$ cat config.mk
export PLATFORM = sky130hd
export DESIGN_NAME = bra_ctrl
export DESIGN_NICKNAME = d
export VERILOG_FILES = /design/src/bucketed_range_assign_point_query_core_defines.svh /design/src/bra_pkg.sv /design/src/bra_ctrl.sv
export SDC_FILE = /design/constraint.sdc
export NUM_CORES = 1
export LEC_CHECK = 0
export BUFFER_PORTS_ARGS = -buffer_cell sky130_fd_sc_hd__buf_2
export CAP_MARGIN = 20
export CORE_MARGIN = 2
export CORE_UTILIZATION = 44
export CTS_CLUSTER_SIZE = 28
export DETAILED_ROUTE_END_ITERATION = 7
export MAX_ROUTING_LAYER = met4
export PLACE_DENSITY = 0.74
export SKIP_CTS_REPAIR_TIMING = 1
export SLEW_MARGIN = 20
export SYNTH_ARGS = -nofsm -noshare
export SYNTH_HDL_FRONTEND = slang
export SYNTH_SLANG_ARGS = --single-unit
export TNS_END_PERCENT = 50
$ cat constraint.sdc
create_clock -name clk -period 1.35 [get_ports clk]
set_input_delay 0.27 -clock clk [delete_from_list [all_inputs] [get_ports clk]]
set_output_delay 0.27 -clock clk [all_outputs]
set_load 0.01 [all_outputs]
$ cat src/bucketed_range_assign_point_query_core_defines.svh
// assertion macros shared by the core
`ifndef BUCKETED_RANGE_ASSIGN_POINT_QUERY_CORE_DEFINES_SVH
`define BUCKETED_RANGE_ASSIGN_POINT_QUERY_CORE_DEFINES_SVH

// same-cycle implication, checked on clk, off during reset
`define BRA_ASSERT_IMP(name, ante, cons, msg) \
  name: assert property (@(posedge clk) disable iff (!rst_n) (ante) |-> (cons)) \
    else $error(msg);

// next-cycle implication, checked on clk, off during reset
`define BRA_ASSERT_NEXT(name, ante, cons, msg) \
  name: assert property (@(posedge clk) disable iff (!rst_n) (ante) |=> (cons)) \
    else $error(msg);

`endif

$ cat src/bra_pkg.sv
package bra_pkg;

  localparam int IDX_W = 10;
  localparam int VAL_W = 31;
  localparam logic [VAL_W-1:0] VALUE_MAX = {VAL_W{1'b1}};

  localparam int DEF_ENTRIES     = 1024;
  localparam int DEF_BUCKET_SIZE = 32;
  localparam int DEF_BUCKETS     = 32;

  localparam logic OP_ASSIGN = 1'b0;
  localparam logic OP_QUERY  = 1'b1;

  localparam int WALK_MODE_W = 3;
  localparam logic [WALK_MODE_W-1:0] WALK_CLEAR = 3'd0;
  localparam logic [WALK_MODE_W-1:0] WALK_FLUSH = 3'd1;
  localparam logic [WALK_MODE_W-1:0] WALK_LEFT  = 3'd2;
  localparam logic [WALK_MODE_W-1:0] WALK_RIGHT = 3'd3;
  localparam logic [WALK_MODE_W-1:0] WALK_TAG   = 3'd4;

  typedef struct packed {
    logic                   load;
    logic                   div_start;
    logic                   sel_bt;
    logic                   tag_rd;
    logic                   walk_load;
    logic [WALK_MODE_W-1:0] walk_mode;
    logic                   walk_step;
    logic                   clr_pend;
    logic                   rd_elem;
    logic                   out_load;
  } bra_cmd_t;

  typedef struct packed {
    logic div_done;
    logic walk_done;
    logic pend_hit;
    logic is_query;
    logic range_ok;
    logic same_bucket;
    logic out_free;
  } bra_sts_t;

endpackage

$ cat src/bra_ctrl.sv
module bra_ctrl
  import bra_pkg::*;
(
  input  logic     clk,
  input  logic     rst_n,
  input  logic     in_valid,
  output logic     in_stall,
  input  bra_sts_t sts,
  output bra_cmd_t cmd
);

  localparam logic [3:0] ST_INIT   = 4'd0;
  localparam logic [3:0] ST_CLR    = 4'd1;
  localparam logic [3:0] ST_IDLE   = 4'd2;
  localparam logic [3:0] ST_DSTART = 4'd3;
  localparam logic [3:0] ST_DIV    = 4'd4;
  localparam logic [3:0] ST_FCHK   = 4'd5;
  localparam logic [3:0] ST_FLOAD  = 4'd6;
  localparam logic [3:0] ST_FWALK  = 4'd7;
  localparam logic [3:0] ST_LLOAD  = 4'd8;
  localparam logic [3:0] ST_LWALK  = 4'd9;
  localparam logic [3:0] ST_RLOAD  = 4'd10;
  localparam logic [3:0] ST_RWALK  = 4'd11;
  localparam logic [3:0] ST_TLOAD  = 4'd12;
  localparam logic [3:0] ST_TWALK  = 4'd13;
  localparam logic [3:0] ST_QRD    = 4'd14;
  localparam logic [3:0] ST_QOUT   = 4'd15;

  logic [3:0] state_r;
  logic [3:0] state_nxt;
  logic       sel_r;
  logic       sel_nxt;
  logic [3:0] after_flush;

  // next step once a bucket has been flushed or found clean
  always_comb begin
    if (sts.is_query) begin
      after_flush = ST_QRD;
    end else if (!sel_r) begin
      after_flush = ST_FCHK;
    end else begin
      after_flush = ST_LLOAD;
    end
  end

  always_comb begin
    state_nxt = state_r;
    sel_nxt   = sel_r;
    cmd       = '0;
    unique case (state_r)
      ST_INIT: begin
        cmd.walk_load = 1'b1;
        cmd.walk_mode = WALK_CLEAR;
        state_nxt     = ST_CLR;
      end
      ST_CLR: begin
        if (!sts.walk_done) begin
          cmd.walk_step = 1'b1;
        end else begin
          state_nxt = ST_IDLE;
        end
      end
      ST_IDLE: begin
        if (in_valid) begin
          cmd.load  = 1'b1;
          state_nxt = ST_DSTART;
        end
      end
      ST_DSTART: begin
        cmd.div_start = 1'b1;
        state_nxt     = ST_DIV;
      end
      ST_DIV: begin
        if (sts.div_done) begin
          sel_nxt = 1'b0;
          if (!sts.is_query && !sts.range_ok) begin
            state_nxt = ST_IDLE;
          end else begin
            state_nxt = ST_FCHK;
          end
        end
      end
      ST_FCHK: begin
        cmd.sel_bt = sel_r;
        if (sts.pend_hit) begin
          cmd.tag_rd = 1'b1;
          state_nxt  = ST_FLOAD;
        end else begin
          sel_nxt   = 1'b1;
          state_nxt = after_flush;
        end
      end
      ST_FLOAD: begin
        cmd.sel_bt    = sel_r;
        cmd.walk_load = 1'b1;
        cmd.walk_mode = WALK_FLUSH;
        cmd.clr_pend  = 1'b1;
        state_nxt     = ST_FWALK;
      end
      ST_FWALK: begin
        if (!sts.walk_done) begin
          cmd.walk_step = 1'b1;
        end else begin
          sel_nxt   = 1'b1;
          state_nxt = after_flush;
        end
      end
      ST_LLOAD: begin
        cmd.walk_load = 1'b1;
        cmd.walk_mode = WALK_LEFT;
        state_nxt     = ST_LWALK;
      end
      ST_LWALK: begin
        if (!sts.walk_done) begin
          cmd.walk_step = 1'b1;
        end else if (sts.same_bucket) begin
          state_nxt = ST_IDLE;
        end else begin
          state_nxt = ST_RLOAD;
        end
      end
      ST_RLOAD: begin
        cmd.sel_bt    = 1'b1;
        cmd.walk_load = 1'b1;
        cmd.walk_mode = WALK_RIGHT;
        state_nxt     = ST_RWALK;
      end
      ST_RWALK: begin
        if (!sts.walk_done) begin
          cmd.walk_step = 1'b1;
        end else begin
          state_nxt = ST_TLOAD;
        end
      end
      ST_TLOAD: begin
        cmd.walk_load = 1'b1;
        cmd.walk_mode = WALK_TAG;
        state_nxt     = ST_TWALK;
      end
      ST_TWALK: begin
        if (!sts.walk_done) begin
          cmd.walk_step = 1'b1;
        end else begin
          state_nxt = ST_IDLE;
        end
      end
      ST_QRD: begin
        cmd.rd_elem = 1'b1;
        state_nxt   = ST_QOUT;
      end
      ST_QOUT: begin
        if (sts.out_free) begin
          cmd.out_load = 1'b1;
          state_nxt    = ST_IDLE;
        end
      end
      default: begin
        state_nxt = ST_INIT;
      end
    endcase
  end

  always_ff @(posedge clk) begin
    if (!rst_n) begin
      state_r <= ST_INIT;
      sel_r   <= 1'b0;
    end else begin
      state_r <= state_nxt;
      sel_r   <= sel_nxt;
    end
  end

  assign in_stall = (state_r != ST_IDLE);

endmodule

Yosys cells after proc, flatten, opt, wreduce, memory -nomap -nowiden:

Index checks and enable logic that the tools add are counted.

* input port bits: 10
* logic and storage cells: 66
* register bits: 5

* multiplexer cells: 30
* eq/ne operators: 24
* reduce and logical (&&, ||, !) cells: 10

Operators with widths (number)
* one-hot mux 4 bit (15 select lines): 1
* two-way mux 4 bit: 11
* == test 4 bit (second input constant): 8
* one-hot mux 4 bit (5 select lines): 1
* == test 4 x 3 -> 1 bit (second input constant): 4
* two-way mux 1 bit: 14
* != test 2 bit (second input constant): 7
* == test 4 x 2 -> 1 bit (second input constant): 2
* AND reduction 7 bit: 1
* OR reduction 5 bit: 1
* == test 4 x 1 -> 1 bit (second input constant): 1
* logical NOT 4 bit: 1
* != test 4 x 2 -> 1 bit (second input constant): 1
* AND reduction 4 bit: 1
* OR reduction 2 bit: 2
* two-way mux 3 bit: 1
* one-hot mux 1 bit (3 select lines): 1
* nonzero test 3 bit: 1
* logical NOT 1 bit: 2
* != test 2 x 1 -> 1 bit (second input constant): 1
* one-hot mux 1 bit (2 select lines): 1
* logical AND 1 bit: 1

Logic depth before layout (Yosys ltp):

Gate-level depths: netlist of run 1.

* depth after elaboration: 5
* mapped depth: 6
* depth with buffers taken out: 4

Least setup slack after synthesis of run 1:

Ideal clock, no wire load.

* path kind: reg2out
* start: register state_r[1]
* end: output port cmd[9] in the netlist's numbering
* path slack: -0.035 ns
* stages on the path, launching flop included: 5
* data arrival time: 1.115 ns
* cell sequence: dfxtp_1 buf_2 buf_2 nand2_1 o31ai_1

RTL lines
* start, declared: RTL line bra_ctrl.sv:29 `logic [3:0] state_r;`
* start signal, assigned: RTL line bra_ctrl.sv:168 `state_r <= state_nxt;`
* end, declared: RTL line bra_ctrl.sv:9 `output bra_cmd_t cmd`

==> results of run 1 <==
-- metal layers --
layer	part of all wire	vias up	track usage
met5	0	-	-
met4	0.016	0	0.06667
met3	0.067	4	0.02500
met2	0.48	56	0.4299
met1	0.44	441	0.3239
li1	-	452	-
-- kinds of logic (layout without fill, tap and decap cells) --
kind of cell	Yosys count	in the layout
compound gates	30	30
xor+xnor	2	2
buf+inv	10	63
flops	5	5
mux	1	1
simple gates	47	47
-- power by group --
group / leakage, nW / switching (mW) / internal, mW
sequential: 0.0434 / 0.118 / 0.227
clock: 0.0150 / 0.0707 / 0.112
combinational: 0.477 / 0.909 / 0.996
-- flip-flops by register name, indices dropped and copies added (netlist names) --
name / count
state_r: 4
sel_r: 1
-- critical path: stages, from the launching register on --
cell and delay, ns:
dfxtp_2 0.35, buf_4 0.15, nor2b_1 0.20, nand3_1 0.16, o31ai_2 0.09, buf_2 0.17
-- cell usage after synthesis (all sizes together) (2+ instances only) --
| cell type | n | share of area |
|---|---|---|
| nor2 | 13 | 0.072 |
| nand2 | 10 | 0.059 |
| o21ai | 9 | 0.072 |
| buf | 8 | 0.081 |
| a21oi | 6 | 0.044 |
| dfxtp | 5 | 0.15 |
| nand2b | 4 | 0.037 |
| o21a | 4 | 0.046 |
| nand3 | 3 | 0.022 |
| nor2b | 3 | 0.028 |
| nor3 | 3 | 0.022 |
| nor4 | 3 | 0.050 |
| a221oi | 2 | 0.035 |
| and3b | 2 | 0.026 |
| inv | 2 | 0.015 |
| o311ai | 2 | 0.026 |
-- path summary, 6_finish.rpt --
check        slack [ns]                     from                 endpoint  cells past startpoint
max               -0.28  state_r[3]$_SDFFE_PN0P_                   cmd[9]                      5
min                0.33                    rst_n  state_r[2]$_SDFFE_PN0P_                      3
max reg2reg       -0.25  state_r[1]$_SDFFE_PN0P_  state_r[0]$_SDFFE_PN0P_                      6
min reg2reg        0.56       sel_r$_SDFFE_PN0P_       sel_r$_SDFFE_PN0P_                      2
-- cell type report --
cell class,count,area share
clock buffers,4,0.02315
flip-flops and latches,5,0.09923
inverters,2,0.008820
multi-input cells,80,0.4961
well taps,16,0.01764
repair buffers,57,0.3550
-- placed cells by master, fill, tap and decap left out, types with 2 or more instances in the layout --
cell type / Yosys / layout
o21a_1: 3 / 2
nand2_1: 9 / 8
nor2b_1: 3 / 3
buf_6: 2 / 8
clkbuf_4: 0 / 3
buf_4: 1 / 27
nor3_1: 3 / 3
nor2_2: 0 / 2
a221oi_2: 1 / 2
nor2_1: 13 / 10
nand3_1: 3 / 3
o311ai_0: 2 / 2
nor4_1: 2 / 2
and3b_1: 2 / 2
o21a_2: 1 / 2
dfxtp_4: 0 / 3
o21ai_0: 8 / 6
buf_2: 5 / 22
o21ai_2: 1 / 2
a21oi_1: 6 / 6
nand2b_1: 4 / 2
-- per-stage QoR --
| stage | std cells | setup slack, ns | area [um2] | hold WS [ns] |
|---|---|---|---|---|
| finish | 164 | -0.2784 | 1135 | 0.3281 |
| global route | 164 | -0.3391 | 1135 | 0.3461 |
| CTS | 156 | -0.5228 | 989.7 | 0.3269 |
| detailed placement | 152 | -0.2483 | 963.4 | 0.5600 |
| global placement | 152 | -0.1660 | 963.4 | 0.5451 |
| floorplan | 95 | 0.01970 | 685.7 | 0.4122 |
==> flow_summary.yaml, run 1 <==
outcome:
  outcome: "complete, but fails checks"
  violations: "setup timing"
global_route:
  grt_usage: 0.2542
  grt_overflow: 0
  grt_max_degree: 15
  antenna_found_initial: 0
  grt_pass1_wl_um: 3574
  grt_pass1_vias: 830
worst_setup_path:
  cp-start-kind: "register"
  endpoint_kind: "primary output"
  crit_type: "register to primary output"
  crit_fanout: 6
  worstPathRequired_ns: 1.08
  arrival_ns: 1.36
yosys:
  ys_warn_count: 0
  synthAdderAreaFrac: 0
  synth-seq-cells: 5
  avgSynthCellArea_um2: 7.165
  synth_edf_count: 0
  synth_top_family_by_area: "simple AND/OR/NAND/NOR gates"
  synth_compound_area_frac: 0.3309
  mappedNetlistArea_um2: 680.7
  synthArstFlopShare: 0
  synth_seq_area_share: 0.1471
  synth-xor-area-share: 0.02574
  synth_cells: 95
  synthDistinctLibCells: 40
  yosys.area_share.simple: 0.3860
  synth_top_flop_cell: "dfxtp_1"
  syn_nets: 105
  synth_mux_area_frac: 0.01471
floorplanning:
  start_util: 0.4626
  dieWidth_um: 43.33
  ios: 23
  row_count: 14
  core_um2: 1471
  dieHeight_um: 43.33
  die_area_um2: 1877
power:
  cellLeakagePower_nw: 0.5352
  ir_drop_v: 0.001326
  finalPower_mw: 2.435
  power_density_nw_per_um2: 2145
place:
  portBuffers: 22
  gp_congestion: 0.9074
  dp_hpwl_um: 1697
finish:
  postLayoutCoreUtil: 0.7713
  multiInputGateArea_um2: 563.0
  diodes: 0
  drive_gt1_frac: 0.5743
  nNetsFinal: 159
  area_delta_synth_final_pct: 66.73
  fillCellCount: 111
  seq_area_um2: 112.6
sta:
  layout_setup_ws_ns: -0.2784
  slew_violations: 0
  fmax_mhz: 614.1
  finalHoldViolCount: 0
  relSlewSlack: 0.7046
  fin_crit_sh: 1.206
  skew_ns: 0.001923
  period_minus_slack_ns: 1.628
  finalSetupViolCount: 18
  fin_tns_setup_ns: -2.864
  rsz0062_at_grt: "yes"
  worstMarginPinSlew_ns: 0.4390
clock_tree:
  path_clk_slew_ns: 0.05
  clockBufferDepth: 2
  h-tree-depth: 1
  cts-root-buf: "clkbuf_4"
  clock_latency_ns: 0.25
  numCtsBuffers: 3
  cts_tree: "built"
  clkSinkCount: 5
routing:
  drtIter0Drc: 51
  wl_per_cell_um: 15.46
  vias: 953
  viasPerCell: 5.811
  drc: 0
  routed_wl_um: 2536
  drtPass1Iterations: 4
  ant_nets: 0
min_path:
  hold_path_class: "input pin to register"
flow_run:
  maxCapViolCount: 0
(Power assumes the default switching activity.)
==> inputs of run 2 (changes only) <==
--- a/config.mk
+++ b/config.mk
@@ -8,11 +8,11 @@
 export BUFFER_PORTS_ARGS = -buffer_cell sky130_fd_sc_hd__buf_2
 export CAP_MARGIN = 20
 export CORE_MARGIN = 2
-export CORE_UTILIZATION = 44
+export CORE_UTILIZATION = 52
 export CTS_CLUSTER_SIZE = 28
 export DETAILED_ROUTE_END_ITERATION = 7
 export MAX_ROUTING_LAYER = met4
-export PLACE_DENSITY = 0.74
+export PLACE_DENSITY = 0.82
 export SKIP_CTS_REPAIR_TIMING = 1
 export SLEW_MARGIN = 20
 export SYNTH_ARGS = -nofsm -noshare
==> constraint.sdc (replaced) <==
create_clock -name clk -period 2.1 [get_ports clk]
set_input_delay 0.42 -clock clk [delete_from_list [all_inputs] [get_ports clk]]
set_output_delay 0.42 -clock clk [all_outputs]
set_load 0.01 [all_outputs]
==> run 2 against run 1 <==
  * The flow now finishes without violations
  * Non-clock buffer count down 30
  * Utilization down 13 points
  * Final area down 28%
  * Clock-buffer cell count unchanged
  * Critical path depth down 1
  * Sequential share of layout area up 2.3 points
  * Via count down 15%
  * Wire length down 28%
  * Worst hold slack better by 0.18 ns
  * Register-to-register slack better by 0.60 ns
  * Die area down 14%
  * Critical path type unchanged
==> flow_summary.yaml, run 2 (same netlist as run 1, synthesis figures left out) <==
finish:
  reg_top3: "state_r x4, sel_r x1"
  area_delta_synth_final_pct: 20.22
  final_cell_mix: "buf_2 (22), nor2_1 (13), nand2_1 (9), o21ai_0 (8), a21oi_1 (6)"
  drive_gt1_frac: 0.3390
  largest_reg_flops: 4
  postLayoutCoreUtil: 0.6450
  regMostFlops: "state_r"
  nNetsFinal: 129
  diodes: 0
  final_common_cell: "buf_2"
clock_tree:
  clock_latency_ns: 0.24
  clockBufferDepth: 2
  cts-root-buf: "clkbuf_4"
  numCtsBuffers: 3
  cts_tree: "built"
  h-tree-depth: 1
  path_clk_slew_ns: 0.05
  clkSinkCount: 5
power:
  seqPwrFrac: 0.218
  p_switching_uw: 546.2
  clockPowerShare: 0.109
  combPwrFrac: 0.673
  cellLeakagePower_nw: 0.3571
  ir_drop_v: 0.0005330
  p_int_uw: 504.1
  finalPower_mw: 1.050
  power_density_nw_per_um2: 1283
  netSwitchingFraction: 0.5200
outcome:
  outcome: "completed"
worst_setup_path:
  crit_type: "register to primary output"
  r2r-end: "state_r[0]$_SDFFE_PN0P_"
  crit_fanout: 18
  worstReg2RegStart: "state_r[0]$_SDFFE_PN0P_"
  cp-start-kind: "register"
  arrival_ns: 1.54
  endpoint_kind: "primary output"
  worstPathRequired_ns: 1.68
  slowest_delay_ns: 0.76
  r2r_slack_ns: 0.35
  worstPathCellList: "buf_4 > nand2b_1 > nor2_1 > buf_2"
  ff2ff_path_depth: 4
  timing.critical_path.slowest_stage_cell: "dfxtp_1"
routing:
  routed_wl_um: 1834
  drtPass1Iterations: 4
  viasPerCell: 6.120
  ant_nets: 0
  vias: 814
  wl_per_cell_um: 13.79
  drtIter0Drc: 28
  drc: 0
floorplanning:
  ios: 23
  die_area_um2: 1614
  core_um2: 1269
  dieWidth_um: 40.18
  row_count: 13
  start_util: 0.5365
  dieHeight_um: 40.18
place:
  dp_slack_ns: 0.3910
  gp_congestion: 0.9637
  portBuffers: 22
  dp_hpwl_um: 1400
min_path:
  min_to: "state_r[0]$_SDFFE_PN0P_"
  holdPathStages: 3
  hold_path_class: "input pin to register"
  min_from: "rst_n"
sta:
  finalSetupViolCount: 0
  fin_tns_setup_ns: 0
  slew_violations: 0
  skew_ns: 0.01026
  fmax_mhz: 510.5
  relSlewSlack: 0.5455
  fin_crit_sh: 0.9328
  layout_setup_ws_ns: 0.1411
  rsz0062_at_grt: "no"
  worstMarginPinSlew_ns: 0.6809
  finalHoldViolCount: 0
  period_minus_slack_ns: 1.959
global_route:
  grt_pass1_vias: 638
  grt_max_degree: 19
  antenna_found_initial: 0
  grt_overflow: 0
  grt_usage: 0.2653
  grt_pass1_wl_um: 2794
flow_run:
  maxCapViolCount: 0
-- run 2: cell count changes in the layout (fill, tap and decap cells not counted), sizes merged --
cell,change
buf,-30
-- run 2: layer usage --
metal | wire (um) | GRT usage | vias to the layer above
met3 | 142 | 0.06667 | 4
met1 | 836 | 0.3567 | 378
li1 | - | - | 395
met5 | 0 | - | -
met4 | 30 | 0.05000 | 0
met2 | 825 | 0.4032 | 37
-- run 2: worst max-delay path: cells and delay by family, from the launching register on --
kind                   cells  cell delay, ns
AND/OR/NAND/NOR            2            0.16
buffers and inverters      2            0.38
flip-flops                 1            0.76
-- run 2: worst max-delay path by stage --
stage / depth (start not counted) / slack [ns] / startpoint / end
after floorplan: 4 / 0.56 / state_r[1]$_SDFFE_PN0P_ / cmd[9]
after global placement: 4 / 0.42 / state_r[0]$_SDFFE_PN0P_ / state_r[0]$_SDFFE_PN0P_
after detailed placement: 4 / 0.39 / state_r[0]$_SDFFE_PN0P_ / state_r[1]$_SDFFE_PN0P_
after CTS: 4 / 0.15 / state_r[0]$_SDFFE_PN0P_ / cmd[0]
after global routing: 4 / 0.02 / state_r[0]$_SDFFE_PN0P_ / cmd[9]
final: 4 / 0.14 / state_r[0]$_SDFFE_PN0P_ / cmd[10]
-- run 2: power by group through the flow --
stage               registers (mW)  clock network, mW  logic [mW]
finish                       0.228              0.115       0.707
global route                 0.240              0.125       0.775
CTS                          0.227              0.116       0.699
detailed placement           0.227                  0       0.694
global placement             0.224                  0       0.689
floorplan                    0.151                  0       0.617
-- run 2: stage by stage --
stage	cells	hold slack [ns]	cell area, um2
floorplan	95	0.4646	680.7
global placement	129	0.5269	792.0
CTS	133	0.4955	818.3
finish	133	0.5074	818.3
detailed placement	129	0.5295	792.0
global route	133	0.5191	818.3
-- run 2: final cells by class --
cell class,instances,area (um2)
Clock buffer,4,26.28
Inverter,2,10.01
Timing Repair Buffer,27,147.6
Multi-Input combinational cell,80,515.5
Tap cell,15,18.77
Fill cell,128,450.4
Sequential cell,5,100.1
